==> config.mk <==
export PLATFORM = sky130hd
export DESIGN_NAME = four_finger_swipe_detector
export DESIGN_NICKNAME = d
export VERILOG_FILES = /design/src/rtl/ffsd_pkg.sv /design/src/rtl/ffsd_motion.sv /design/src/rtl/ffsd_core.sv /design/src/rtl/four_finger_swipe_detector.sv
export SDC_FILE = /design/constraint.sdc
export NUM_CORES = 2
export LEC_CHECK = 0
export BUFFER_PORTS_ARGS = -buffer_cell sky130_fd_sc_hd__buf_2
export CORE_ASPECT_RATIO = 0.8
export CORE_MARGIN = 1.5
export CORE_UTILIZATION = 30
export DETAILED_ROUTE_END_ITERATION = 8
export PLACE_DENSITY_LB_ADDON = 0.12
export SLEW_MARGIN = 10
export SYNTH_ARGS = -nofsm -noshare
export SYNTH_HDL_FRONTEND = slang
export SYNTH_SLANG_ARGS = --single-unit
export TNS_END_PERCENT = 10
==> constraint.sdc <==
create_clock -name clk_i -period 9.8 [get_ports clk_i]
set_clock_uncertainty 0.1 [all_clocks]
set_input_delay 1.96 -clock clk_i [delete_from_list [all_inputs] [get_ports clk_i]]
set_output_delay 1.96 -clock clk_i [all_outputs]
set_load 0.01 [all_outputs]
==> src/rtl/ffsd_pkg.sv <==
// shared types and codes of the four-finger swipe detector
`timescale 1ns / 1ps

package ffsd_pkg;

  // touch event codes
  localparam logic [2:0] OP_DOWN   = 3'd0;
  localparam logic [2:0] OP_MOTION = 3'd1;
  localparam logic [2:0] OP_UP     = 3'd2;
  localparam logic [2:0] OP_FRAME  = 3'd3;
  localparam logic [2:0] OP_CANCEL = 3'd4;
  localparam logic [2:0] OP_RESET  = 3'd5;

  // result status codes
  localparam logic [2:0] ST_IGNORE    = 3'd0;
  localparam logic [2:0] ST_BEGIN     = 3'd1;
  localparam logic [2:0] ST_UPDATE    = 3'd2;
  localparam logic [2:0] ST_FINISHED  = 3'd3;
  localparam logic [2:0] ST_CANCELLED = 3'd4;

  // direction codes
  localparam logic [2:0] DIR_NONE  = 3'd0;
  localparam logic [2:0] DIR_UP    = 3'd1;
  localparam logic [2:0] DIR_DOWN  = 3'd2;
  localparam logic [2:0] DIR_LEFT  = 3'd3;
  localparam logic [2:0] DIR_RIGHT = 3'd4;

  localparam logic [15:0] THRESHOLD_RESET = 16'd400;
  localparam logic [3:0]  COUNT_MAX       = 4'd15;

  typedef struct packed {
    logic [15:0] x;
    logic [15:0] y;
  } point_t;

  typedef struct packed {
    logic [2:0]  operation;
    logic [1:0]  slot;
    logic [15:0] pos_x;
    logic [15:0] pos_y;
  } in_word_t;

  typedef struct packed {
    logic [2:0] status;
    logic [2:0] last_dir;
    logic [2:0] total_dir;
  } out_word_t;

endpackage

==> src/rtl/ffsd_motion.sv <==
// centroid movement between two point sets: l1 test and dominant direction
`timescale 1ns / 1ps

module ffsd_motion
  import ffsd_pkg::*;
#(
  parameter int FINGERS = 4
) (
  input  point_t [FINGERS-1:0] to_i,
  input  point_t [FINGERS-1:0] from_i,
  input  logic [15:0]          thr_i,
  output logic                 moved_o,
  output logic [2:0]           dir_o
);

  localparam int SumW = 16 + $clog2(FINGERS);

  logic [SumW-1:0] sum_tx, sum_ty, sum_fx, sum_fy;
  logic signed [SumW:0] dx, dy;
  logic [SumW-1:0] abs_x, abs_y;
  logic [SumW:0] l1, limit;

  always_comb begin
    sum_tx = '0;
    sum_ty = '0;
    sum_fx = '0;
    sum_fy = '0;
    for (int i = 0; i < FINGERS; i++) begin
      sum_tx = sum_tx + SumW'(to_i[i].x);
      sum_ty = sum_ty + SumW'(to_i[i].y);
      sum_fx = sum_fx + SumW'(from_i[i].x);
      sum_fy = sum_fy + SumW'(from_i[i].y);
    end
  end

  assign dx = $signed({1'b0, sum_tx}) - $signed({1'b0, sum_fx});
  assign dy = $signed({1'b0, sum_ty}) - $signed({1'b0, sum_fy});

  assign abs_x = dx[SumW] ? SumW'(-dx) : SumW'(dx);
  assign abs_y = dy[SumW] ? SumW'(-dy) : SumW'(dy);

  assign l1    = {1'b0, abs_x} + {1'b0, abs_y};
  assign limit = (SumW+1)'(thr_i) * (SumW+1)'(FINGERS);

  assign moved_o = (l1 >= limit);

  // ties go vertical
  always_comb begin
    if (abs_x > abs_y) begin
      dir_o = (!dx[SumW] && (dx != '0)) ? DIR_RIGHT : DIR_LEFT;
    end else begin
      dir_o = (!dy[SumW] && (dy != '0)) ? DIR_DOWN : DIR_UP;
    end
  end

endmodule

==> src/rtl/ffsd_core.sv <==
// gesture state registers and next-state logic for one word per step
`timescale 1ns / 1ps

module ffsd_core
  import ffsd_pkg::*;
#(
  parameter int FINGERS = 4
) (
  input  logic      clk_i,
  input  logic      rst_ni,
  input  logic      step_i,
  input  in_word_t  word_i,
  input  logic [15:0] thr_i,
  output out_word_t result_o
);

  logic [3:0] count_q, count_d;
  logic       cancelled_q, cancelled_d;
  logic       started_q, started_d;
  logic [2:0] last_dir_q, last_dir_d;
  point_t [FINGERS-1:0] start_q, start_d;
  point_t [FINGERS-1:0] last_q, last_d;
  point_t [FINGERS-1:0] cur_q, cur_d;

  logic       frame_moved, total_moved;
  logic [2:0] frame_dir, total_dir;
  logic [2:0] status;
  logic [3:0] count_inc, count_dec;
  logic       slot_ok;
  point_t     pos;

  // frame test uses the registered points, total test the updated ones
  ffsd_motion #(.FINGERS(FINGERS)) u_frame (
    .to_i    (cur_q),
    .from_i  (last_q),
    .thr_i   (thr_i),
    .moved_o (frame_moved),
    .dir_o   (frame_dir)
  );

  ffsd_motion #(.FINGERS(FINGERS)) u_total (
    .to_i    (cur_d),
    .from_i  (start_d),
    .thr_i   (thr_i),
    .moved_o (total_moved),
    .dir_o   (total_dir)
  );

  assign count_inc = (count_q == COUNT_MAX) ? COUNT_MAX : count_q + 4'd1;
  assign count_dec = (count_q == 4'd0) ? 4'd0 : count_q - 4'd1;
  assign slot_ok   = (int'(word_i.slot) < FINGERS);
  assign pos       = '{x: word_i.pos_x, y: word_i.pos_y};

  always_comb begin
    count_d     = count_q;
    cancelled_d = cancelled_q;
    started_d   = started_q;
    last_dir_d  = last_dir_q;
    start_d     = start_q;
    last_d      = last_q;
    cur_d       = cur_q;
    status      = ST_IGNORE;

    case (word_i.operation)
      OP_DOWN: begin
        count_d = count_inc;
        if (!cancelled_q) begin
          if (count_inc <= 4'(FINGERS)) begin
            for (int i = 0; i < FINGERS; i++) begin
              if (slot_ok && (int'(word_i.slot) == i)) begin
                start_d[i] = pos;
              end
            end
          end
          if (count_inc == 4'(FINGERS)) begin
            started_d = 1'b1;
            last_d    = start_d;
            cur_d     = start_d;
            status    = ST_BEGIN;
          end else if (count_inc > 4'(FINGERS)) begin
            cancelled_d = 1'b1;
            status      = ST_CANCELLED;
          end
        end
      end
      OP_MOTION: begin
        if (!cancelled_q) begin
          for (int i = 0; i < FINGERS; i++) begin
            if (slot_ok && (int'(word_i.slot) == i)) begin
              cur_d[i] = pos;
              if (!started_q) begin
                start_d[i] = pos;
              end
            end
          end
        end
      end
      OP_UP: begin
        count_d = count_dec;
        if (count_dec == 4'd0) begin
          if (!cancelled_q && started_q && (last_dir_q != DIR_NONE)) begin
            status = ST_FINISHED;
          end else begin
            cancelled_d = 1'b0;
            started_d   = 1'b0;
            last_dir_d  = DIR_NONE;
            start_d     = '0;
            last_d      = '0;
            cur_d       = '0;
          end
        end
      end
      OP_FRAME: begin
        if (!cancelled_q && started_q && (count_q == 4'(FINGERS)) && frame_moved) begin
          last_d     = cur_q;
          last_dir_d = frame_dir;
          status     = ST_UPDATE;
        end
      end
      OP_CANCEL: begin
        cancelled_d = 1'b1;
        status      = ST_CANCELLED;
      end
      OP_RESET: begin
        cancelled_d = 1'b0;
        started_d   = 1'b0;
        last_dir_d  = DIR_NONE;
        start_d     = '0;
        last_d      = '0;
        cur_d       = '0;
      end
      default: begin
      end
    endcase
  end

  assign result_o = '{status:    status,
                      last_dir:  last_dir_d,
                      total_dir: total_moved ? total_dir : DIR_NONE};

  always_ff @(posedge clk_i or negedge rst_ni) begin
    if (!rst_ni) begin
      count_q     <= '0;
      cancelled_q <= 1'b0;
      started_q   <= 1'b0;
      last_dir_q  <= DIR_NONE;
      start_q     <= '0;
      last_q      <= '0;
      cur_q       <= '0;
    end else if (step_i) begin
      count_q     <= count_d;
      cancelled_q <= cancelled_d;
      started_q   <= started_d;
      last_dir_q  <= last_dir_d;
      start_q     <= start_d;
      last_q      <= last_d;
      cur_q       <= cur_d;
    end
  end

endmodule

==> src/rtl/four_finger_swipe_detector.sv <==
// top level of the four-finger swipe detector: word registers and threshold
`timescale 1ns / 1ps
// an accepted word waits in the input register until the result register can take
// it, and its result word is then registered there; an output stall keeps it waiting
// throughput: one word per cycle while the output side does not stall
// reset: asynchronous, clears all gesture state and empties both word registers,
// threshold returns to 400

module four_finger_swipe_detector
  import ffsd_pkg::*;
#(
  parameter int FINGERS = 4
) (
  input  logic        clk_i,
  input  logic        rst_ni,
  // input event words
  input  logic        in_valid_i,
  output logic        in_stall_o,
  input  in_word_t    in_word_i,
  // result words
  output logic        out_valid_o,
  input  logic        out_stall_i,
  output out_word_t   out_word_o,
  // threshold register
  input  logic        cfg_we_i,
  input  logic [15:0] cfg_data_i
);

  logic        in_valid_q, in_valid_d;
  in_word_t    in_word_q;
  logic        out_valid_q, out_valid_d;
  out_word_t   out_word_q;
  logic [15:0] thr_q;

  logic      advance;
  logic      step;
  logic      in_take;
  out_word_t result;

  // the result register frees up when empty or when its word leaves now
  assign advance = !out_valid_q || !out_stall_i;
  // the held input word is processed whenever the result register can take it
  assign step    = in_valid_q && advance;
  // input register holds a word that cannot move on yet
  assign in_stall_o = in_valid_q && !advance;
  assign in_take    = in_valid_i && !in_stall_o;

  ffsd_core #(.FINGERS(FINGERS)) u_core (
    .clk_i    (clk_i),
    .rst_ni   (rst_ni),
    .step_i   (step),
    .word_i   (in_word_q),
    .thr_i    (thr_q),
    .result_o (result)
  );

  always_comb begin
    in_valid_d = in_valid_q;
    if (in_take) begin
      in_valid_d = 1'b1;
    end else if (step) begin
      in_valid_d = 1'b0;
    end
  end

  assign out_valid_d = advance ? step : out_valid_q;

  // control
  always_ff @(posedge clk_i or negedge rst_ni) begin
    if (!rst_ni) begin
      in_valid_q  <= 1'b0;
      out_valid_q <= 1'b0;
      thr_q       <= THRESHOLD_RESET;
    end else begin
      in_valid_q  <= in_valid_d;
      out_valid_q <= out_valid_d;
      if (cfg_we_i) begin
        thr_q <= cfg_data_i;
      end
    end
  end

  // payload, no reset needed
  always_ff @(posedge clk_i) begin
    if (in_take) begin
      in_word_q <= in_word_i;
    end
    if (step) begin
      out_word_q <= result;
    end
  end

  assign out_valid_o = out_valid_q;
  assign out_word_o  = out_word_q;

endmodule

==> run summary <==
* 30.5% — growth of design area from synthesis to finish
* 918 x sky130_fd_sc_hd__nand2_1, 562 x sky130_fd_sc_hd__a21oi_1, 507 x sky130_fd_sc_hd__inv_1 — most common library cells after synthesis
* sky130_fd_sc_hd__dfrtp_1 — cell type with the highest aggregate area in the netlist
* sky130_fd_sc_hd__dfrtp_1 24%, sky130_fd_sc_hd__fa_1 19%, sky130_fd_sc_hd__nand2_1 8.2% — Synth area leaders
* flop — type of destination of the critical path
* 142000 um2 — Die ar.
* 457 — number of clock sinks
* 421 um — Die X
* setup timing — failing checks
* 0.71 ns — clock latency on the worst-skew pair
* 338 um — Die H
* 58 — TritonCTS Buffers
* 5.04 — vias per cell
* sky130_fd_sc_hd__clkbuf_16 — clock root buffer
* 0 — post-detailed-route count of antenna-violating nets
* 175000 um — total detailed-routing wirelength
* 0 — Final Max Tran Viols
* 0.0971 GHz — Fmax achieved
* 7582 — post-placement cell count
* sky130_fd_sc_hd__fa_2 — Worst path slowest cell
* 2 — H-Tree Level Count
* 257000 um — first-pass GRT wire length
* 193 — largest net degree at the start of global routing
* finished, violations left — run status
* 5081 — gate count of the mapped netlist
* 3 — Final Setup Violations
* u_core.count_q[0]$_DFFE_PN0P_ — launch point of the critical path
* 69 — number of ports placed on the die boundary
* 3 — Max clock buf depth
* 133000 um — Detailed Place HPWL
* 46 — EDFF count, synth
* 1.15 ns — slew of the pin with the lowest slew margin
* 0 — max-capacitance violation count
* 10.29 ns — fin crit period
* met5 — highest metal layer with signal wires
* 0 — final hold vios
* 105% — final clock period utilization by the worst path
* 7784 — non-filler instance count after layout
* 38200 — vias in the first global route
* compound AO/OA/AOI/OAI gates — Worst path top cell family by delay
* 42000 um2 — mapped cell area
* 14900 um — detailed route wirelength on metal3
* yes — CTS tree
* flop to flop — Worst Hold Class
* 139000 um2 — core region area
* 39200 — vias post-DR
* 5715 — Syn Nets
* -0.494 ns — smallest setup slack after layout
* 0 — leftover overflow at the end of global routing
* 27.8% — portion of the post-synthesis area used by sequential elements
* 24.3% — area share of the leading cell type in the synthesized netlist
* 22.6% — relative max-transition margin
* 0.909 — last weighted congestion value of the routability-driven placer
* 30.3% — Starting Density
* 6506 — number of nets in the layout
* 84100 um — Met1 Routed Length
* flop to flop — critical path class
* 23.0% — fraction of final layout cells with drive strength greater than 1
* 89.9% — Post-synth ARST share
* 10.21 ns — required time of the worst setup path
* sky130_fd_sc_hd__fa_1 — critical path's most frequent cell
* 6 — 1st-pass router iterations
* -1.46 ns — Setup Total Neg Slack
* 24.3% — total global-route track usage
* u_core.count_q[0]$_DFFE_PN0P_ — origin of the critical flop-to-flop path
* 81 — post-synth cell types
* 71500 um — sum of met2 wire segment lengths after detailed routing
* 5 — highest fanout seen on the critical path
* flop — element type at the critical path start
* 10.70 ns — arrival time at the worst endpoint
* 8.26 um2 — average cell area after synthesis
* 8 — buffers and inverters on the worst path
* 68 — total of buffers placed on input and output ports
* u_core.start_q[26]$_DFFE_PN0P_ — Worst Min Path Start
* true — unrepaired setup endpoints after global routing
* 22.5 um — Routed WL per cell
* sky130_fd_sc_hd__nand2_1 — most frequent cell after synthesis
* 122 — floorplan row count
* 0.58 ns — slowest stage delay, CP
* 457 — count of state elements after synthesis
* 8 — initial antenna violation count
* 0 — number of synthesis warnings
* 0.06 ns — Clock Pin Slew Worst Setup and Hold Paths
* 3387 — Iteration-0 DRC Markers
* 0 — number of hold buffers added after cts
* sky130_fd_sc_hd__dfrtp_1 — main flop type after synthesis
* 0 — Post-route DRC
-- kinds of logic (layout without fill, tap and decap cells) --
group	count (synthesis)	count (layout)	synth area share, %
compound gates	1409	1409	19.6
xor+xnor	144	144	3.00
fa+ha+maj	576	576	24.1
buf+inv	806	1645	7.26
flops	457	457	27.8
mux	133	133	3.17
other cells	0	3	0
simple gates	1556	1557	15.0
-- tightest hold or removal path, cell delays in order, from the launching register on --
cell	delay [ns]
sky130_fd_sc_hd__dfrtp_1	0.36
sky130_fd_sc_hd__nand2_1	0.05
sky130_fd_sc_hd__nand2_1	0.06
-- worst paths after layout --
| check | end | slack (ns) | depth (start not counted) |
|---|---|---|---|
| min in group asynchronous | u_core.last_q[126]$_DFFE_PN0P_ | 1.13 | 1 |
| min | u_core.start_q[26]$_DFFE_PN0P_ | 0.41 | 2 |
| max | out_word_o[1]$_SDFFCE_PN0P_ | -0.49 | 50 |
| min reg2reg | u_core.start_q[26]$_DFFE_PN0P_ | 0.41 | 2 |
| max in group asynchronous | u_core.cur_q[64]$_DFFE_PN0P_ | 7.06 | 2 |
| max reg2reg | out_word_o[1]$_SDFFCE_PN0P_ | -0.49 | 50 |
-- layer usage --
layer / track usage (%) / vias up
li1: - / 18500
met1: 36.0 / 19300
met2: 34.6 / 1218
met3: 6.41 / 186
met4: 6.01 / 4
met5: 0 / -
-- layout make-up --
cell class / instances / area [um2]
diodes: 3 / 7.51
clock buffers: 85 / 1770
clock inverters: 24 / 324
fillers: 14200 / 83800
inverters: 508 / 1910
multi-input cells: 3819 / 28400
flip-flops and latches: 457 / 11700
well taps: 1860 / 2330
repair buffers: 1028 / 8370
-- cell usage in the layout (no fill, tap or decap), types with 11 or more instances in the layout --
master                      netlist  final
sky130_fd_sc_hd__o21ai_0        463    439
sky130_fd_sc_hd__dfrtp_1        408    405
sky130_fd_sc_hd__a21oi_1        562    538
sky130_fd_sc_hd__a22o_1          20     20
sky130_fd_sc_hd__or3_1           18     16
sky130_fd_sc_hd__o21ai_1          7     20
sky130_fd_sc_hd__nand2_1        918    914
sky130_fd_sc_hd__nor2_1         446    434
sky130_fd_sc_hd__clkbuf_16        0     60
sky130_fd_sc_hd__a21o_1          31     31
sky130_fd_sc_hd__buf_2           14     67
sky130_fd_sc_hd__nand2b_1        23     20
sky130_fd_sc_hd__a221oi_1       107     94
sky130_fd_sc_hd__ha_1           186    176
sky130_fd_sc_hd__buf_6            0     24
sky130_fd_sc_hd__nand3_1         30     27
sky130_fd_sc_hd__a211oi_1        19     15
sky130_fd_sc_hd__fa_1           390    376
sky130_fd_sc_hd__a31oi_1         25     21
sky130_fd_sc_hd__nor4_1          15     11
sky130_fd_sc_hd__a21oi_2          2     24
sky130_fd_sc_hd__o22ai_1         15     13
sky130_fd_sc_hd__o21bai_1        21     20
sky130_fd_sc_hd__o31ai_1         14     13
sky130_fd_sc_hd__a21boi_0        20     14
sky130_fd_sc_hd__mux2i_1        132     99
sky130_fd_sc_hd__xnor2_1        101     98
sky130_fd_sc_hd__nor3_1          40     31
sky130_fd_sc_hd__nor2b_1         18     15
sky130_fd_sc_hd__xor2_1          43     42
sky130_fd_sc_hd__clkbuf_8         0     17
sky130_fd_sc_hd__inv_1          507    497
sky130_fd_sc_hd__mux2i_2          0     26
sky130_fd_sc_hd__edfxtp_1        46     46
sky130_fd_sc_hd__buf_12           0     49
sky130_fd_sc_hd__o21a_1          23     23
sky130_fd_sc_hd__fa_2             0     14
sky130_fd_sc_hd__buf_4            1    881
sky130_fd_sc_hd__o211ai_1        15     15
-- repair_timing --
item,in CTS,in global routing
gates resized for setup,118,109
cloned,4,0
endpoints found under the setup margin,131,138
buffers inserted,55,32
pin swaps,61,93
-- sequential cells by signal (all words and copies together), names as in the netlist --
signal              cells
thr_q                  16
in_word_q              37
u_core.last_q         128
u_core.count_q          4
u_core.started_q        1
out_word_o              9
out_valid_o             1
u_core.cur_q          128
u_core.last_dir_q       3
u_core.cancelled_q      1
in_valid_q              1
u_core.start_q        128
-- metrics by stage --
stage	util [%]	cell area, um2	hold WS, ns	setup WS, ns
global placement	36.7	50900	0.389	-0.596
floorplan	-	42300	0.356	-0.0111
CTS	39.0	54100	0.409	-0.429
detailed placement	36.7	50900	0.394	-0.767
global route	39.5	54800	0.429	-1.02
finish	39.5	54800	0.409	-0.494
Power is not shown: default switching activity piles up to over one toggle a cycle in this logic, so the estimate is an artifact.
